## src/rtl/assert_macros.svh

```systemverilog
// ----------------------------------------------------------------------------
// assert_macros.svh
// concurrent assertion helpers, compiled out with NO_ASSERTIONS
// ----------------------------------------------------------------------------
`ifndef ASSERT_MACROS_SVH
`define ASSERT_MACROS_SVH

`ifndef NO_ASSERTIONS

`define ASSERT_ALWAYS(label, clk, rst, expr) \
   label: assert property (@(posedge clk) disable iff (rst) (expr)) \
      else $error("assertion failed");

`define ASSERT_IMPLIES(label, clk, rst, ante, cons) \
   label: assert property (@(posedge clk) disable iff (rst) (ante) |-> (cons)) \
      else $error("assertion failed");

`define ASSERT_NEXT(label, clk, rst, ante, cons) \
   label: assert property (@(posedge clk) disable iff (rst) (ante) |=> (cons)) \
      else $error("assertion failed");

`else

`define ASSERT_ALWAYS(label, clk, rst, expr)
`define ASSERT_IMPLIES(label, clk, rst, ante, cons)
`define ASSERT_NEXT(label, clk, rst, ante, cons)

`endif

`endif

```

## src/rtl/bdg_pkg.sv

```systemverilog
// ----------------------------------------------------------------------------
// bdg_pkg
// shared types, constants and the 3x8 font rom of the glyph scaler
// ----------------------------------------------------------------------------
package bdg_pkg;

   localparam int CODE_W      = 5;
   localparam int BYTE_W      = 8;
   localparam int TOTAL_BYTES = 64;
   localparam int IDX_W       = $clog2(TOTAL_BYTES);
   localparam int GAP_BYTES   = 8;
   localparam int COL1_START  = 24;
   localparam int COL2_START  = 48;

   typedef struct packed {
      logic              active;
      logic [CODE_W-1:0] code;
      logic [IDX_W-1:0]  idx;
   } bdg_slot_type;

   // three font columns packed as {col0, col1, col2}; codes without a glyph are blank
   function automatic logic [3*BYTE_W-1:0] glyph_columns(input logic [CODE_W-1:0] code);
      logic [3*BYTE_W-1:0] cols;
      case (code)
         5'd0:    cols = 24'h7F417F;
         5'd1:    cols = 24'h00007F;
         5'd2:    cols = 24'h79494F;
         5'd3:    cols = 24'h41497F;
         5'd4:    cols = 24'h0F087E;
         5'd5:    cols = 24'h4F4979;
         5'd6:    cols = 24'h7F4979;
         5'd7:    cols = 24'h03017F;
         5'd8:    cols = 24'h7F497F;
         5'd9:    cols = 24'h4F497F;
         5'd10:   cols = 24'h7F097F;
         5'd11:   cols = 24'h7F4878;
         5'd12:   cols = 24'h7F4163;
         5'd13:   cols = 24'h78487F;
         5'd14:   cols = 24'h7F4941;
         5'd15:   cols = 24'h7F0901;
         5'd16:   cols = 24'h006000;
         5'd17:   cols = 24'h003600;
         5'd18:   cols = 24'h080808;
         default: cols = 24'h000000;
      endcase
      return cols;
   endfunction

   // low font bit fills the low nibble, high font bit the high nibble
   function automatic logic [BYTE_W-1:0] stretch_pair(input logic [1:0] two_bits);
      return {{4{two_bits[1]}}, {4{two_bits[0]}}};
   endfunction

endpackage

```

## src/rtl/bdg_seq.sv

```systemverilog
// ----------------------------------------------------------------------------
// bdg_seq
// input register and byte index counter for the glyph in progress
// ----------------------------------------------------------------------------
module bdg_seq (
   input  logic                             clock,
   input  logic                             reset,
   input  logic                             start,
   input  logic [bdg_pkg::CODE_W-1:0]       req_char_code,
   output logic                             busy,
   output bdg_pkg::bdg_slot_type            slot
);

   localparam logic [bdg_pkg::IDX_W-1:0] LAST_IDX =
      bdg_pkg::IDX_W'(bdg_pkg::TOTAL_BYTES - 1);

   logic                         active_ff, active_in;
   logic [bdg_pkg::CODE_W-1:0]   code_ff, code_in;
   logic [bdg_pkg::IDX_W-1:0]    idx_ff, idx_in;
   logic                         accept;

   assign busy   = active_ff && (idx_ff != LAST_IDX);
   assign accept = start && !busy;

   always_comb begin
      active_in = active_ff;
      code_in   = code_ff;
      idx_in    = idx_ff;
      if (accept) begin
         active_in = 1'b1;
         code_in   = req_char_code;
         idx_in    = '0;
      end else if (active_ff) begin
         idx_in = idx_ff + bdg_pkg::IDX_W'(1);
         if (idx_ff == LAST_IDX) begin
            active_in = 1'b0;
         end
      end
   end

   always_ff @(posedge clock) begin
      if (reset) begin
         active_ff <= 1'b0;
         idx_ff    <= '0;
      end else begin
         active_ff <= active_in;
         idx_ff    <= idx_in;
      end
   end

   always_ff @(posedge clock) begin
      code_ff <= code_in;
   end

   assign slot.active = active_ff;
   assign slot.code   = code_ff;
   assign slot.idx    = idx_ff;

endmodule

```

## src/rtl/bdg_render.sv

```systemverilog
// ----------------------------------------------------------------------------
// bdg_render
// font lookup, vertical stretch and result register
// ----------------------------------------------------------------------------
module bdg_render (
   input  logic                             clock,
   input  logic                             reset,
   input  bdg_pkg::bdg_slot_type            slot,
   output logic                             rsp_strobe,
   output logic [bdg_pkg::BYTE_W-1:0]       rsp_pixel_byte,
   output logic                             rsp_last_byte
);

   localparam logic [bdg_pkg::IDX_W-1:0] GAP_END =
      bdg_pkg::IDX_W'(bdg_pkg::GAP_BYTES);
   localparam logic [bdg_pkg::IDX_W-1:0] COL1_IDX =
      bdg_pkg::IDX_W'(bdg_pkg::COL1_START);
   localparam logic [bdg_pkg::IDX_W-1:0] COL2_IDX =
      bdg_pkg::IDX_W'(bdg_pkg::COL2_START);
   localparam logic [bdg_pkg::IDX_W-1:0] LAST_IDX =
      bdg_pkg::IDX_W'(bdg_pkg::TOTAL_BYTES - 1);

   logic                           strobe_ff, strobe_in;
   logic [bdg_pkg::BYTE_W-1:0]     pixel_ff, pixel_in;
   logic                           last_ff, last_in;
   logic [3*bdg_pkg::BYTE_W-1:0]   cols;
   logic [bdg_pkg::BYTE_W-1:0]     font_byte;
   logic [1:0]                     pair;

   always_comb begin
      cols = bdg_pkg::glyph_columns(slot.code);
      if (slot.idx < COL1_IDX) begin
         font_byte = cols[3*bdg_pkg::BYTE_W-1 -: bdg_pkg::BYTE_W];
      end else if (slot.idx < COL2_IDX) begin
         font_byte = cols[2*bdg_pkg::BYTE_W-1 -: bdg_pkg::BYTE_W];
      end else begin
         font_byte = cols[bdg_pkg::BYTE_W-1:0];
      end
      // row within the four-byte group
      case (slot.idx[1:0])
         2'd0:    pair = font_byte[1:0];
         2'd1:    pair = font_byte[3:2];
         2'd2:    pair = font_byte[5:4];
         2'd3:    pair = font_byte[7:6];
         default: pair = 2'b00;
      endcase
      strobe_in = slot.active;
      last_in   = slot.idx == LAST_IDX;
      pixel_in  = (slot.idx < GAP_END) ? '0 : bdg_pkg::stretch_pair(pair);
   end

   always_ff @(posedge clock) begin
      if (reset) begin
         strobe_ff <= 1'b0;
      end else begin
         strobe_ff <= strobe_in;
      end
   end

   always_ff @(posedge clock) begin
      pixel_ff <= pixel_in;
      last_ff  <= last_in;
   end

   assign rsp_strobe     = strobe_ff;
   assign rsp_pixel_byte = pixel_ff;
   assign rsp_last_byte  = strobe_ff && last_ff;

endmodule

```

## src/rtl/big_digit_glyph_scaler_unit.sv

```systemverilog
// ----------------------------------------------------------------------------
// big_digit_glyph_scaler_unit
// large glyph generator for a vertically addressed page display
// ----------------------------------------------------------------------------
// usage:
//   a character code is taken on req_char_code at a clock edge where start
//   is high and busy is low. codes 0-15 are hex digits, 16 dot, 17 colon,
//   18 dash, 19 space, the rest draw blank.
//   each code gives 64 display bytes on rsp_pixel_byte, one per cycle, each
//   marked by rsp_strobe for one cycle; rsp_last_byte flags the 64th.
//   order: 8 zero gap bytes, then the first font column (4 x 4 bytes), the
//   middle column (6 x 4 bytes) and the third column (4 x 4 bytes).
//   the code and byte index are captured in the slot registers at the
//   transfer edge, and each byte then passes through the result register.
//   the byte counter, which drives the single result register, takes a new
//   code only when it is through with the last; busy drops while byte 63 is
//   being formed, so the next code follows with no gap in the byte stream.
//   reset clears the counter and the strobe; no code is in progress after.
//   the receiver cannot stall: every strobed byte must be taken.
// ----------------------------------------------------------------------------
`include "assert_macros.svh"

module big_digit_glyph_scaler_unit (
   input  logic                             clock,
   input  logic                             reset,
   input  logic                             start,
   output logic                             busy,
   input  logic [bdg_pkg::CODE_W-1:0]       req_char_code,
   output logic                             rsp_strobe,
   output logic [bdg_pkg::BYTE_W-1:0]       rsp_pixel_byte,
   output logic                             rsp_last_byte
);

   bdg_pkg::bdg_slot_type slot;
   logic                  gap_out;

   bdg_seq u_seq (
      .clock         (clock),
      .reset         (reset),
      .start         (start),
      .req_char_code (req_char_code),
      .busy          (busy),
      .slot          (slot)
   );

   bdg_render u_render (
      .clock          (clock),
      .reset          (reset),
      .slot           (slot),
      .rsp_strobe     (rsp_strobe),
      .rsp_pixel_byte (rsp_pixel_byte),
      .rsp_last_byte  (rsp_last_byte)
   );

   assign gap_out = rsp_strobe && (rsp_pixel_byte == '0) && !rsp_last_byte;

   // a busy cycle always produces a byte in the next cycle
   `ASSERT_NEXT(a_busy_emits, clock, reset, busy, rsp_strobe)
   // the first byte after a transfer is a gap byte
   `ASSERT_IMPLIES(a_gap_first, clock, reset, start && !busy, ##2 gap_out)
   // end markers never come back to back
   `ASSERT_NEXT(a_last_spaced, clock, reset, rsp_last_byte, !rsp_last_byte)
   // counter in progress while a byte other than the last one leaves
   `ASSERT_IMPLIES(a_stream_busy, clock, reset, rsp_strobe && !rsp_last_byte, slot.active)

endmodule

```

## config.mk

```make
export PLATFORM = sky130hd
export DESIGN_NAME = big_digit_glyph_scaler_unit
export DESIGN_NICKNAME = d
export VERILOG_FILES = /design/src/rtl/bdg_pkg.sv /design/src/rtl/bdg_seq.sv /design/src/rtl/bdg_render.sv /design/src/rtl/big_digit_glyph_scaler_unit.sv
export VERILOG_INCLUDE_DIRS = /design/src /design/src/rtl
export SDC_FILE = /design/constraint.sdc
export NUM_CORES = 1
export LEC_CHECK = 0
export BUFFER_PORTS_ARGS = -buffer_cell sky130_fd_sc_hd__buf_4
export CELL_PAD_IN_SITES_DETAIL_PLACEMENT = 1
export CELL_PAD_IN_SITES_GLOBAL_PLACEMENT = 2
export CORE_MARGIN = 2
export CORE_UTILIZATION = 34
export CTS_CLUSTER_SIZE = 28
export DETAILED_ROUTE_END_ITERATION = 6
export GPL_TIMING_DRIVEN = 1
export HOLD_SLACK_MARGIN = 0.06
export PLACE_DENSITY = 0.83
export SLEW_MARGIN = 20
export SYNTH_ARGS = -nofsm -noshare
export SYNTH_HDL_FRONTEND = slang
export SYNTH_SLANG_ARGS = --single-unit
```

## constraint.sdc

```tcl
create_clock -name clock -period 2.8 [get_ports clock]
set_input_delay 0 -clock clock [delete_from_list [all_inputs] [get_ports clock]]
set_output_delay 0 -clock clock [all_outputs]
set_load 0.01 [all_outputs]
```

After elaboration in Yosys (flattened, before gate mapping)
Memories as Yosys holds them, arrays and structs flattened. A register that Yosys moved wholly into a read port is not among the register bits.
Index checks and enable logic that the tools add are counted.
W data, S select, Z words.
- $lt $le $gt $ge: 3
- reductions and logical operators: 6
- mux-type cells: 7
- equality and inequality tests: 5
- $add $sub $neg: 1
- operators by type and width (kind ; count):
    $mux W8 ; 2
    $pmux W2 S4 ; 1
    $add A6 B1 Y6 const B ; 1
    $eq A6 B6 Y1 const B ; 1
    $lt A6 B4 Y1 const B ; 1
    $lt A6 B5 Y1 const B ; 1
    $lt A6 B6 Y1 const B ; 1
    $ne A6 B6 Y1 const B ; 1
    $mux W5 ; 1
    $eq A2 B2 Y1 const B ; 2
    $logic_and A1 B1 Y1 ; 3
    $mux W1 ; 3
    $eq A2 B1 Y1 const B ; 1
    $logic_not A2 Y1 ; 1
    $reduce_or A2 Y1 ; 1
    $logic_not A1 Y1 ; 1
- memories kept: 1
- bits of input ports: 8
- memory bits (read-only): 672
- logic and storage cells: 29
- output and inout bits: 11
- flip-flop bits (word level): 19
- memories (memory ; words ; bits a word ; rd ports ; clocked after memory_dff ; wr ports ; line ; text):
    (name not given) ; 32 ; 21 ; 1 ; 1 ; 0 ; bdg_pkg.sv:24 ; case (code)

Longest topological paths before layout
- depth in word-level cells: 5
- gate-level depth with buffers: 9
- depth with buffers taken out: 9

Cells and area by module
From an unflattened synthesis, not the netlist that was laid out.
- cells, all modules: 162
- area total of the unflattened synthesis: 1377.6 um^2
- modules (own cells, without submodules) (module ; seq. area each (um^2) ; cells each ; area an instance (um^2) ; times used):
    bdg_render ; 80.1 ; 116 ; 875.8 ; 1
    bdg_seq ; 290.3 ; 46 ; 501.7 ; 1

Least setup slack after synthesis
Ideal clock, no wire load.
- path type: reg-to-reg
- start point: register u_seq.idx_ff[0] (netlist bit)
- end point: register u_render.cols[14] (netlist name)
- buffers on the path: 0
- period minus slack after synthesis: 2.976 ns
- arrival: 2.855 ns
- stages on the path, launching flop included: 10
- path slack: -0.176 ns
- required time: 2.678 ns
- library setup time: 0.122 ns
- cells stage by stage: dfxtp_1 ha_1 nand4_2 o21ai_1 mux2i_1 inv_1 ha_1 nor3_1 a2111oi_4 a221o_1
- cells in the longest elaborated chain, start to end: 5
- RTL lines (element ; line ; text):
    start, declared ; bdg_seq.sv:19 ; logic [bdg_pkg::IDX_W-1:0] idx_ff, idx_in;
    start signal, assigned ; bdg_seq.sv:47 ; idx_ff <= idx_in;
    $ne A6 B6 Y1 ; bdg_seq.sv:22 ; assign busy = active_ff && (idx_ff != LAST_IDX);
    $logic_and A1 B1 Y1 ; bdg_seq.sv:22 ;
    $logic_not A1 Y1 ; bdg_seq.sv:23 ; assign accept = start && !busy;
    $logic_and A1 B1 Y1 ; bdg_seq.sv:23 ;
    $mux W5 (no line) ; n/a ;
No other way between the ends.
A chain may end at the register's enable or synchronous reset.

Worst setup path after layout
- start point: register u_seq.idx_ff[0] (netlist bit)
- end point: register u_render.cols[14] (netlist name)
- cells in the longest elaborated chain, start to end: 5
- RTL lines (element ; line):
    $ne A6 B6 Y1 ; bdg_seq.sv:22
    $logic_and A1 B1 Y1 ; bdg_seq.sv:22
    $logic_not A1 Y1 ; bdg_seq.sv:23
    $logic_and A1 B1 Y1 ; bdg_seq.sv:23
    $mux W5 (no line) ; n/a
No other way between the ends.

==> flow_summary.toml <==
[yosys]
synth_mux_area_share_pct = 8.46
yosys.area.top_type_share_pct = 29.1
synth_compound_gate_area_share_pct = 21.7
avgSynthCellArea_sq_um = 9.64
ys_ff_latch = 34
synth_commonest_cells = "dfxtp_1, nor2_1, ha_1, a21oi_1, mux2i_1"
ys_async_sr_fraction_pct = 0
synthCells = 207
synth_fa_ha_area_share_pct = 6.90
yosysUniqueCellTypes = 51
synth_area_leaders = "dfxtp_1, edfxtp_1, ha_1, mux2i_1, mux4_2"
synth_edf_count = 5
synth_fp_nets = 226
yosysWarnings = 0
yosysSeqAreaShare_pct = 36.6
synth_xor_area_share_pct = 2.19
syn-cell-area_sq_mm = 0.00200
synth_top_family_by_area = "compound AO/OA/AOI/OAI gates"
synthFlopType = "dfxtp_1"
synth.most_common_cell = "dfxtp_1"
yosys.area_share.simple_pct = 17.6
yosysTopAreaCell = "dfxtp_1"

[outcome]
outcome = "complete, no violations"

[floorplan]
coreArea_sq_mm = 0.00557
die_y_um = 80.6
die_area_sq_mm = 0.00650
rows = 27
num_io_pins = 19
die_x_um = 80.6
start_util_pct = 35.8

[sta]
finalHoldViolCount = 0
tns_ns = 0
rsz0062_at_grt = "false"
fin_crit_sh_pct = 93.6
skew_ns = 0.00904
slew_headroom_pct = 62.8
setup_viol = 0
layout_setup_ws_ns = 0.179
min_period_ns = 2.62
tightest_slew_ns = 0.554
fmax_ghz = 0.381
drv_slew = 0

[clock_tree]
cts_inserted_buffers = 5
cts-root-buf = "clkbuf_8"
cts_max_path_buffers = 2
cts.clk_slew.worst_paths_ns = 0.07
cts_sinks = 34
clock_latency_ns = 0.29
cts.htree.levels = 2
tritoncts = "done"

[place]
port_buffers = 18
placedCellCount = 289
dp_slack_ns = 0.196
place_area_sq_mm = 0.00220
dp_hpwl_mm = 3.74
gp_congestion = 0.778

[critical_path]
start_kind = "register"
cp-end-kind = "register"
critPathLaunch = "u_seq.idx_ff[0]"
critical_path.reg2reg.startpoint = "u_seq.idx_ff[0]"
critical_path_class = "reg -> reg"
worst-path-max-fanout = 6
crit_arrival_ns = 2.79
worstPathRequired_ns = 2.97

[layout]
fin_util_pct = 42.7
diodes = 0
syn2layout_area_growth_pct = 19.2
layout.cells.non_filler = 304
fillCellCount = 664
final_cell_area_sq_mm = 0.00238
final_layout_size_suffix_gt1_share_pct = 21.6
seq_area_sq_um = 731
multi_input_area_sq_mm = 0.00114
nets = 250

[pwr]
p_leak_nw = 0.989
clockPowerShare_pct = 34.6
swShare_pct = 26.6
share_comb_of_total_power_pct = 19.5
seqPwrFrac_pct = 46.0
power_density_mw_per_mm2 = 511
p_switching_w = 0.000323
p_int_w = 0.000893
ir_drop_v = 0.000215

[global_route]
grt_max_degree = 24
antenna_found_initial = 0
grt_usage_pct = 17.6
grt_pass1_wl_mm = 8.63
grt_pass1_vias = 1647
overflow = 0

[drt]
wire_per_inst_um = 16.2
drt_iter0_markers = 85
wl_mm = 4.94
vias = 1655
antenna_left = 0
firstDrtPassIters = 4
detail_route.vias_per_cell = 5.44
drc = 0

[job]
max_cap_violations = 0

[min_path]
holdCritStartpoint = "req_char_code[1]"
hold_class = "in -> reg"
-- final timing paths --
check | endpoint | slack [ns] | cells past startpoint
setup reg to reg | u_render.cols[14] | 0.18 | 8
setup / recovery | u_render.cols[14] | 0.18 | 8
hold reg to reg | u_seq.idx_ff[1] | 0.59 | 2
hold / removal | u_seq.code_ff[1] | 0.44 | 2
-- cells in the final DEF, fill, tap and decap left out, types with 4 or more instances in the layout --
master         count
and3_1             6
a21o_1             4
o21ai_0            6
buf_4             29
dfxtp_1           29
inv_1              5
nand2_1            6
a31oi_1            4
dlygate4sd3_1      7
nor2_1            16
nor2b_1            4
a21oi_1            9
nand2b_1           6
a22oi_1            6
edfxtp_1           5
ha_1              11
a211oi_1           4
mux2i_1            8
clkbuf_8           8
nor3_1             6
-- flip-flops by register name, indices dropped and copies added, names as in the netlist --
register,flops
u_render.cols,18
u_render.rsp_pixel_byte,2
u_seq.code_ff,5
u_render.last_ff,1
u_seq.active_ff,1
u_seq.idx_ff,6
u_render.rsp_strobe,1
-- worst max-delay path, stage by stage (launching register included) --
cell and delay [ns]:
dfxtp_1 0.42, ha_1 0.21, nand4_2 0.21, o21ai_2 0.26
mux2_2 0.42, ha_1 0.34, nor3_1 0.33, a2111oi_4 0.05
a221o_1 0.27
-- final cells by class --
type / count / area share, %
tap: 72 / 3.79
timing repair buffer: 36 / 12.1
clock buffer: 8 / 4.63
sequential: 34 / 30.7
inverter: 5 / 0.789
multi-input combinational: 149 / 48.0
-- power groups by stage --
stage | Clock [W] | Combinational [W] | Sequential, W
after floorplan | 0 | 0.000168 | 0.000562
after detailed placement | 0 | 0.000229 | 0.000570
after CTS | 0.000441 | 0.000238 | 0.000559
after global routing | 0.000464 | 0.000265 | 0.000564
final | 0.000420 | 0.000237 | 0.000559
after global placement | 0 | 0.000226 | 0.000567
-- logic make-up after synthesis --
logic type | after synthesis
and+or+nand+nor | 64
adders and majority gates | 11
muxes | 13
xor gates and xnor gates | 5
DFF | 34
AOI/OAI and AO/OA | 56
buffers and inverters | 24
-- routing by layer --
| metal | track usage (%) | part of all wire, % | wire [um] |
|---|---|---|---|
| met5 | 0 | 0 | 0 |
| met4 | 6.10 | 1.4 | 69 |
| met3 | 3.71 | 2.6 | 127 |
| met2 | 27.4 | 47 | 2300 |
| met1 | 24.1 | 49 | 2440 |
-- stage by stage --
step | power [W] | hold WS (ns)
2_1_floorplan | 0.000730 | 0.0716
3_3_place_gp | 0.000793 | 0.184
3_5_place_dp | 0.000799 | 0.186
4_1_cts | 0.00124 | 0.412
5_1_grt | 0.00129 | 0.430
6_report | 0.00122 | 0.440
-- repair_timing --
item,in CTS,in global routing
setup buffers,0,0
resized for setup,0,0
hold endpoints to repair,7,0
hold buffers,7,0
No activity file was read; power rests on OpenSTA's default activity.
